==> src/sv/brc_pkg.sv <==
package brc_pkg;

   // sector size must stay a power of two: offsets and ranges use shifts
   localparam int unsigned SECTOR_BYTES = 512;
   localparam int unsigned SECTOR_SHIFT = $clog2(SECTOR_BYTES);
   localparam int unsigned ID_LENGTH    = 20;

   localparam logic [31:0] HDR_BYTES   = 32'd16;
   localparam logic [31:0] RANGE_BYTES = 32'd16;

   // request type codes from the header
   localparam logic [31:0] TYPE_READ    = 32'd0;
   localparam logic [31:0] TYPE_WRITE   = 32'd1;
   localparam logic [31:0] TYPE_FLUSH   = 32'd4;
   localparam logic [31:0] TYPE_GET_ID  = 32'd8;
   localparam logic [31:0] TYPE_DISCARD = 32'd11;

   // register indexes of the csr port
   localparam logic [1:0] CSR_CAPACITY     = 2'd0;
   localparam logic [1:0] CSR_READ_ONLY    = 2'd1;
   localparam logic [1:0] CSR_SERIAL       = 2'd2;
   localparam logic [1:0] CSR_DISCARD_EN   = 2'd3;

   typedef enum logic [2:0] {
      ACT_NOW     = 3'd0,
      ACT_READ    = 3'd1,
      ACT_WRITE   = 3'd2,
      ACT_FLUSH   = 3'd3,
      ACT_DISCARD = 3'd4,
      ACT_ID      = 3'd5
   } brc_action_type;

   typedef enum logic [1:0] {
      ST_OK     = 2'd0,
      ST_IOERR  = 2'd1,
      ST_UNSUPP = 2'd2
   } brc_status_type;

   typedef struct packed {
      logic [10:0] out_count;
      logic [10:0] in_count;
      logic [31:0] header_len;
      logic [31:0] status_len;
      logic [31:0] req_type;
      logic [63:0] start_sector;
      logic [63:0] in_data_bytes;
      logic [63:0] out_data_bytes;
      logic [31:0] first_in_len;
      logic [31:0] second_out_len;
      logic [63:0] discard_sector;
      logic [31:0] discard_count;
   } brc_req_type;

   typedef struct packed {
      logic [63:0] capacity_bytes;
      logic        read_only;
      logic        serial_present;
      logic        discard_enabled;
   } brc_cfg_type;

   typedef struct packed {
      brc_action_type action;
      brc_status_type status;
      logic [31:0]    reported_len;
      logic [63:0]    byte_offset;
      logic [63:0]    xfer_len;
   } brc_rsp_type;

endpackage

==> src/sv/brc_decide.sv <==
module brc_decide (
   input  brc_pkg::brc_req_type req,
   input  brc_pkg::brc_cfg_type cfg,
   output brc_pkg::brc_rsp_type rsp
);
   import brc_pkg::*;

   logic        has_status;
   logic        bad_layout;
   logic        is_discard;
   logic [63:0] sel_sector;
   logic [63:0] sel_len;
   logic [63:0] cap_sectors;
   logic [63:0] sel_offset;
   logic [63:0] room;
   logic        fits;
   logic [63:0] discard_len;
   logic [31:0] id_len;
   brc_rsp_type fail_io;
   brc_rsp_type fail_unsupp;

   assign has_status = (req.in_count != 11'd0) && (req.status_len != 32'd0);
   assign bad_layout = (req.out_count == 11'd0) || (req.in_count == 11'd0) ||
                       (req.status_len == 32'd0);

   // one shared range check: pick the sector and length by type
   assign is_discard  = (req.req_type == TYPE_DISCARD);
   assign discard_len = 64'(req.discard_count) << SECTOR_SHIFT;
   assign sel_sector  = is_discard ? req.discard_sector : req.start_sector;
   assign sel_len     = is_discard ? discard_len :
                        (req.req_type == TYPE_READ) ? req.in_data_bytes :
                        req.out_data_bytes;
   assign cap_sectors = cfg.capacity_bytes >> SECTOR_SHIFT;
   assign sel_offset  = sel_sector << SECTOR_SHIFT;
   // offset cannot exceed capacity once the sector check passes
   assign room        = cfg.capacity_bytes - sel_offset;
   assign fits        = (sel_sector <= cap_sectors) && (sel_len <= room);

   assign id_len = (req.first_in_len < 32'(ID_LENGTH)) ? req.first_in_len :
                   32'(ID_LENGTH);

   always_comb begin
      fail_io              = '0;
      fail_io.action       = ACT_NOW;
      fail_io.status       = ST_IOERR;
      fail_io.reported_len = {31'd0, has_status};
      fail_unsupp          = fail_io;
      fail_unsupp.status   = ST_UNSUPP;
   end

   always_comb begin
      rsp = fail_io;
      if (bad_layout) begin
         rsp = fail_io;
      end else if (req.header_len != HDR_BYTES) begin
         rsp = fail_unsupp;
      end else begin
         case (req.req_type)
            TYPE_READ: begin
               if (fits) begin
                  rsp.action       = ACT_READ;
                  rsp.status       = ST_OK;
                  rsp.reported_len = req.in_data_bytes[31:0] + 32'd1;
                  rsp.byte_offset  = sel_offset;
                  rsp.xfer_len     = req.in_data_bytes;
               end
            end
            TYPE_WRITE: begin
               if (!cfg.read_only && fits) begin
                  rsp.action       = ACT_WRITE;
                  rsp.status       = ST_OK;
                  rsp.reported_len = 32'd1;
                  rsp.byte_offset  = sel_offset;
                  rsp.xfer_len     = req.out_data_bytes;
               end
            end
            TYPE_FLUSH: begin
               rsp.action       = ACT_FLUSH;
               rsp.status       = ST_OK;
               rsp.reported_len = 32'd1;
               rsp.byte_offset  = '0;
               rsp.xfer_len     = '0;
            end
            TYPE_GET_ID: begin
               if (!cfg.serial_present || (req.in_count < 11'd2)) begin
                  rsp = fail_unsupp;
               end else begin
                  rsp.action       = ACT_ID;
                  rsp.status       = ST_OK;
                  rsp.reported_len = id_len + 32'd1;
                  rsp.byte_offset  = '0;
                  rsp.xfer_len     = 64'(id_len);
               end
            end
            TYPE_DISCARD: begin
               if (!cfg.discard_enabled || (req.out_count < 11'd2) ||
                   (req.second_out_len < RANGE_BYTES)) begin
                  rsp = fail_unsupp;
               end else if (fits) begin
                  rsp.action       = ACT_DISCARD;
                  rsp.status       = ST_OK;
                  rsp.reported_len = 32'd1;
                  rsp.byte_offset  = sel_offset;
                  rsp.xfer_len     = discard_len;
               end
            end
            default: begin
               rsp = fail_unsupp;
            end
         endcase
      end
   end

endmodule

==> config.mk <==
export PLATFORM = sky130hd
export DESIGN_NAME = brc_decide
export DESIGN_NICKNAME = d
export VERILOG_FILES = /design/src/sv/brc_pkg.sv /design/src/sv/brc_decide.sv
export SDC_FILE = /design/constraint.sdc
export NUM_CORES = 1
export LEC_CHECK = 0
export BUFFER_PORTS_ARGS = -buffer_cell sky130_fd_sc_hd__buf_2
export CAP_MARGIN = 20
export CORE_AREA = 3 3 271 273
export DETAILED_ROUTE_END_ITERATION = 6
export DIE_AREA = 0 0 274 276
export GPL_ROUTABILITY_DRIVEN = 0
export PLACE_DENSITY_LB_ADDON = 0.08
export SYNTH_ARGS = -nofsm -noshare
export SYNTH_HDL_FRONTEND = slang
export SYNTH_SLANG_ARGS = --single-unit
==> constraint.sdc <==
create_clock -name vclk -period 7.9
set_clock_uncertainty 0.15 [all_clocks]
set_input_delay 0.395 -clock vclk [all_inputs]
set_output_delay 0.395 -clock vclk [all_outputs]
set_load 0.02 [all_outputs]
; ---- After elaboration in Yosys (flattened, before gate mapping)
; Index checks and enable logic that the tools add are counted.
; Widths: inputs -> output; s select.
[classes]
addsub = 3
order_cmp = 6
eq_ne = 5
muxes = 12
n_reduce_logical = 17
[ops]
columns = op, count
row1 = $mux 165, 5
row2 = $pmux 165 s5, 1
row3 = $mux 64, 3
row4 = $mux 164, 1
row5 = $mux 163, 1
row6 = $add 32x1->32 const B, 2
row7 = $eq 32x4->1 const B, 2
row8 = $le 64x55->1, 1
row9 = $le 64x64->1, 1
row10 = $logic_not 32->1, 2
row11 = $lt 32x5->1 const B, 2
row12 = $sub 64x64->64, 1
row13 = $eq 32x1->1 const B, 1
row14 = $eq 32x3->1 const B, 1
row15 = $mux 32, 1
row16 = $ne 32x5->1 const B, 1
row17 = $reduce_bool 32->1, 1
row18 = $logic_not 11->1, 2
row19 = $lt 11x2->1 const B, 2
row20 = $reduce_bool 11->1, 1
row21 = $logic_or 1x1->1, 5
row22 = $logic_and 1x1->1, 3
row23 = $logic_not 1->1, 3
[totals]
reg_bits = 0
input_bits = 537
out_inout_bits = 165
elab_cells = 43

; ---- Longest topological paths before layout
; Gate-level depths: netlist of the first run.
[depth]
word_depth = 10
depth_mapped = 30
depth_no_buf = 26

; ---- Worst setup path after synthesis of the first run
; OpenSTA, ideal clock, no wires.
[synth_path]
path_kind = input-to-output
startpoint = in req[366] (netlist bit)
endpoint = out rsp[28] (netlist bit)
arrival_ns = 7.345
required_time_ns = 7.355
path_slack_ns = 0.010
path_stages = 30
path_buffers = 5
cell_sequence = nor4_1 -> nand4_1 -> nor3_4 -> clkbuf_1 -> clkbuf_1 -> mux2i_1 -> inv_1 -> ha_1 -> clkbuf_1 -> a21oi_1 -> o211ai_1 -> a2111oi_0 -> nor3_1 -> o31a_1 -> o211ai_1 -> nand2_1 -> a2111oi_0 -> a311oi_1 -> ha_1 -> a21o_1 -> a21o_1 -> a2111oi_0 -> o221ai_1 -> nor2_1 -> a22oi_1 -> nor2_1 -> buf_2 -> buf_1 -> nand4_1 -> a31oi_1
[synth_lines]
columns = item, line_no
row1 = start: declaration, brc_decide.sv:2  ; input brc_pkg::brc_req_type req,
row2 = end: declaration, brc_decide.sv:4  ; output brc_pkg::brc_rsp_type rsp

==> results of run 1 <==
==> power breakdown <==
group	switching (uW)	internal, uW
clock	0	0.000119
sequential	0	0
combinational	603	555
==> cell usage in the layout (no fill, tap or decap), types with 39 or more instances in the layout <==
master / instances
nor4_1: 43
ha_1: 156
xor2_1: 42
nand2_1: 169
a211oi_2: 50
nor2_1: 84
a21o_1: 53
buf_2: 627
nand4_1: 119
a31oi_1: 39
inv_1: 123
buf_4: 336
mux2i_1: 55
nand3_1: 100
a21oi_1: 164
o21ai_0: 70
==> metrics by stage <==
stage | TNS (ps) | hold WS, ps
4_1_cts | 0 | 1012
6_report | 0 | 1014
3_3_place_gp | -103230 | 1012
5_1_grt | -8316 | 1029
3_5_place_dp | -91790 | 1012
2_1_floorplan | 0 | 822.2
==> area by class of cell <==
type	instances	area (sq um)
tap	950	1189
timing repair buffer	1024	6750
multi-input combinational	1500	11600
inverter	129	484.2
antenna	7	17.52
fill	7987	51320
==> synth_stat cells, types with 17 or more instances <==
cell type  count  area share, %
nor4_1        47            2.5
xor2_1        43            3.3
a31oi_1       41            2.2
xnor2_1       36            2.7
buf_2         25            1.1
o21ai_0       78            3.4
a211oi_1      24            1.6
a21oi_1      177            7.7
a211oi_2      39            4.2
and3_1        23            1.2
inv_1        129            4.2
nor2_1        90            2.9
nand3_1      104            4.5
clkbuf_1      96            3.1
a21o_1        53            3.4
nor3_1        17           0.73
nand2_1      174            5.6
mux2i_1       91            7.9
ha_1         175             19
nand4_1      119            6.4
==> logic make-up (layout without fill, tap and decap cells) <==
family,count (synthesis),count (layout),synth area share [%]
and+or+nand+nor,644,644,28.34
other,1,16,0.03239
muxes,92,92,7.965
xor gates and xnor gates,79,79,5.976
buffers and inverters,275,1153,9.899
AOI/OAI and AO/OA,500,500,28.70
adders and majority gates,176,176,19.09
==> layer usage <==
metal  part of all wire (%)  up-vias  routed length (microns)
met1                     44     7995                    32830
met4                    1.5        6                     1105
met2                     50      509                    37830
met5                  0.045        -                       34
met3                    4.7       54                     3503
li1                       -     8287                        -
==> worst max-delay path by stage <==
stage	start	endpoint	slack [ps]	cells past startpoint
floorplan	req[366]	rsp[28]	10	30
global placement	req[358]	rsp[31]	-800	34
detailed placement	req[357]	rsp[87]	-750	34
CTS	req[362]	rsp[109]	0.8	37
global route	req[357]	rsp[84]	-180	36
finish	req[358]	rsp[84]	140	36
==> repair_timing <==
action | in CTS | in global routing
gates resized for setup | 139 | 163
pin swaps | 39 | 75
gates cloned | 4 | 9
hold endpoints to repair | 0 | 0
buffers inserted | 21 | 16
endpoints found under the setup margin | 155 | 155
==> worst max-delay path, delay by kind of cell <==
kind,cells,cell delay [ps]
AOI/OAI and AO/OA,5,1110
and+or+nand+nor,13,2320
adders and majority gates,2,720
buffers and inverters,14,2130
muxes,2,470
==> out/summary.txt, run 1 <==
CP Capture Type = output port
Setup Viol. Count Final = 0
Fin crit share = 98.18%
Final #Nets = 3368
Worst relative slew slack = 26.05%
Hold EP = rsp[48]
Max stage delay on crit path = 400 ps
Max frequency = 128.9 MHz
Post-Route WL = 75.31 mm
Number of global-route vias before repair = 17010
ANT nets after route = 0
Finished Core Util = 28.08%
Gr busiest metal = met2
CP arrival = 7210 ps
First-pass GRT wire length = 107.0 mm
Unrepaired setup endpoints after global routing = yes
Critical path class = input port to output port
Leakage = 0.009522 uW
CORE AREA = 0.07136 sq mm
Syn. warnings = 0
DR DRC count = 0
Worst Slack Setup Final = 143.6 ps
Final instance area = 0.02004 sq mm
DP Worst Slack = -754.0 ps
First-pass iteration count of the detailed router = 5
Power per cell area = 57.80 mW/mm^2
Run status = completed
Grt total ovfl = 0
Max stage delay cell, worst path = ha_2
Worst-margin pin slew = 1109 ps
GR Util All Layers = 18.14%
Crit path time final = 7756 ps
1st-iter DRT viols = 970
Unique cell type count in the Yosys netlist = 73
Maximum vdd drop = 25.82 uV
Routed via count = 16850
GRT met3 Usage = 1.649%
Final slew viol count = 0
Min-delay src = req[208]
Detail Placement HPWL = 62.88 mm
Initial Utilization = 16.22%
Sequential share of the synthesized area = 0%
Share of layout cells above drive strength 1 = 46.55%
Placed Area = 0.01805 sq mm
Layout area overhead = 73.09%
Routing usage on met2 = 33.34%
Setup crit start kind = input port
Hold Fails Final Rpt = 0
Hold crit path type = input port to output port
Syn Inst Count = 1767
Placed cell count = 3557
Avg Synthesized Cell Area = 6.552 sq um
CP Max Fanout = 10
Routed len/inst = 20.86 microns
Clk_buf instances = 0
Die X = 274 microns
Die area = 0.07562 sq mm
Critical Path RT = 7360 ps
Register area = 0 sq um
Rows = 98
Met1 Use GR = 23.31%
Design Power = 1158 uW
Die H = 276 microns
Mapped cell area = 0.01158 sq mm
Total of max-cap violations = 0
Initial antenna violation count = 13
Flip-flop and latch count = 0
Vias per std cell = 4.668
Hold buffer count at CTS = 0
# IOs = 702
Pin count of the biggest net entering global routing = 74
IO Port Bufs = 689
Hold path cells = 4
Non-Filler Instances = 3610
Power figures use the tool's default switching activity.
==> run 2: changes to the inputs <==
- RECOVER_POWER: not set -> 100
==> run 2 against run 1 <==
Non-clock buffer count is the same. Sequential share of layout area is the same. Cell count unchanged. Largest power group unchanged. Die area unchanged. Highest routed layer unchanged. Total power is essentially flat. Critical path depth rose by 1. First-iteration DRC count up 0.21%. Largest cell class unchanged.
==> out/summary.txt, run 2 (synthesis results as in run 1) <==
Non-Filler Instances = 3610
# IOs = 702
Layout area overhead = 72.90%
Hold Fails Final Rpt = 0
Placed cell count = 3557
Fin crit share = 98.13%
Max stage delay cell, worst path = nor3_2
Maximum vdd drop = 25.61 uV
ANT nets after route = 0
Crit path time final = 7753 ps
Clk_buf instances = 0
Post-Route WL = 75.33 mm
Routed len/inst = 20.87 microns
Routed via count = 16880
Design Power = 1158 uW
Hold crit path type = input port to output port
Initial Utilization = 16.22%
Critical path class = input port to output port
Pin count of the biggest net entering global routing = 74
Number of global-route vias before repair = 17010
Worst Slack Setup Final = 147.4 ps
Flip-flop and latch count = 0
Final slew viol count = 0
Placed Area = 0.01805 sq mm
Most frequent cells in the layout = buf_2, buf_4, nand2_1
Final instance area = 0.02002 sq mm
Power per cell area = 57.85 mW/mm^2
Detail Placement HPWL = 62.88 mm
Unrepaired setup endpoints after global routing = yes
GR Util All Layers = 18.14%
CP startpoint = req[358]
Grt total ovfl = 0
Initial antenna violation count = 13
1st-iter DRT viols = 972
First-pass iteration count of the detailed router = 5
Setup crit start kind = input port
Worst-margin pin slew = 1109 ps
CP arrival = 7210 ps
Die H = 276 microns
Hold WS = 1015 ps
CORE AREA = 0.07136 sq mm
Total of max-cap violations = 0
Setup Viol. Count Final = 0
Rows = 98
Leakage = 0.009501 uW
Worst relative slew slack = 26.08%
Die X = 274 microns
Critical Path RT = 7360 ps
Hold path cells = 4
Final #Nets = 3368
First-pass GRT wire length = 107.0 mm
Max stage delay on crit path = 330 ps
Hold EP = rsp[46]
Max frequency = 129.0 MHz
CP Max Fanout = 10
Hold buffer count at CTS = 0
Share of layout cells above drive strength 1 = 46.51%
Min-delay src = req[206]
Run status = completed
Register area = 0 sq um
DP Worst Slack = -754.0 ps
Vias per std cell = 4.675
DR DRC count = 0
Die area = 0.07562 sq mm
Most common cell after layout, fill and taps aside = buf_2
IO Port Bufs = 689
CP Capture Type = output port
## run 2: critical path: cells and delay by family
kind            cells  cell delay [ps]
compound gates      5              960
mux                 2              450
buf+inv            14             2000
fa+ha+maj           2              590
simple gates       14             2730
## run 2: area by class of cell
class | instances | area [sq um]
fillers | 7990 | 51350
repair buffers | 1024 | 6728
inverters | 129 | 484.2
multi-input cells | 1500 | 11600
well taps | 950 | 1189
diodes | 7 | 17.52
## run 2: power by group
part           total, uW  internal, uW   leakage, uW  switching, uW
sequential             0             0             0              0
combinational       1160           555       0.00950            603
clock           0.000119      0.000119  0.0000000444              0
total               1160           555       0.00950            603
## run 2: through the flow
stage | utilization (%) | setup TNS (ps)
after global placement | 25.29 | -103230
after detailed placement | 25.29 | -91790
final | 28.05 | 0
after CTS | 26.61 | 0
after floorplan | - | 0
after global routing | 28.05 | -9790
## run 2: per-layer routing
layer / up-vias / wire (microns) / global-route usage, %
met1: 8016 / 32690 / 23.31
met3: 52 / 3671 / 1.649
met5: - / 34 / 0
met4: 6 / 1125 / 2.369
met2: 521 / 37810 / 33.34
li1: 8281 / - / -
## run 2: timing repair
item,4_1_cts,5_1_grt
cloned,4,9
endpoints found under the setup margin,155,155
buffers inserted,21,16
pin swaps,39,75
gates resized for setup,139,163
## run 2: how the worst max path moves through the flow
stage                          end
final                      rsp[84]
after detailed placement   rsp[87]
after global routing       rsp[84]
after global placement     rsp[31]
after floorplan            rsp[28]
after CTS                 rsp[109]
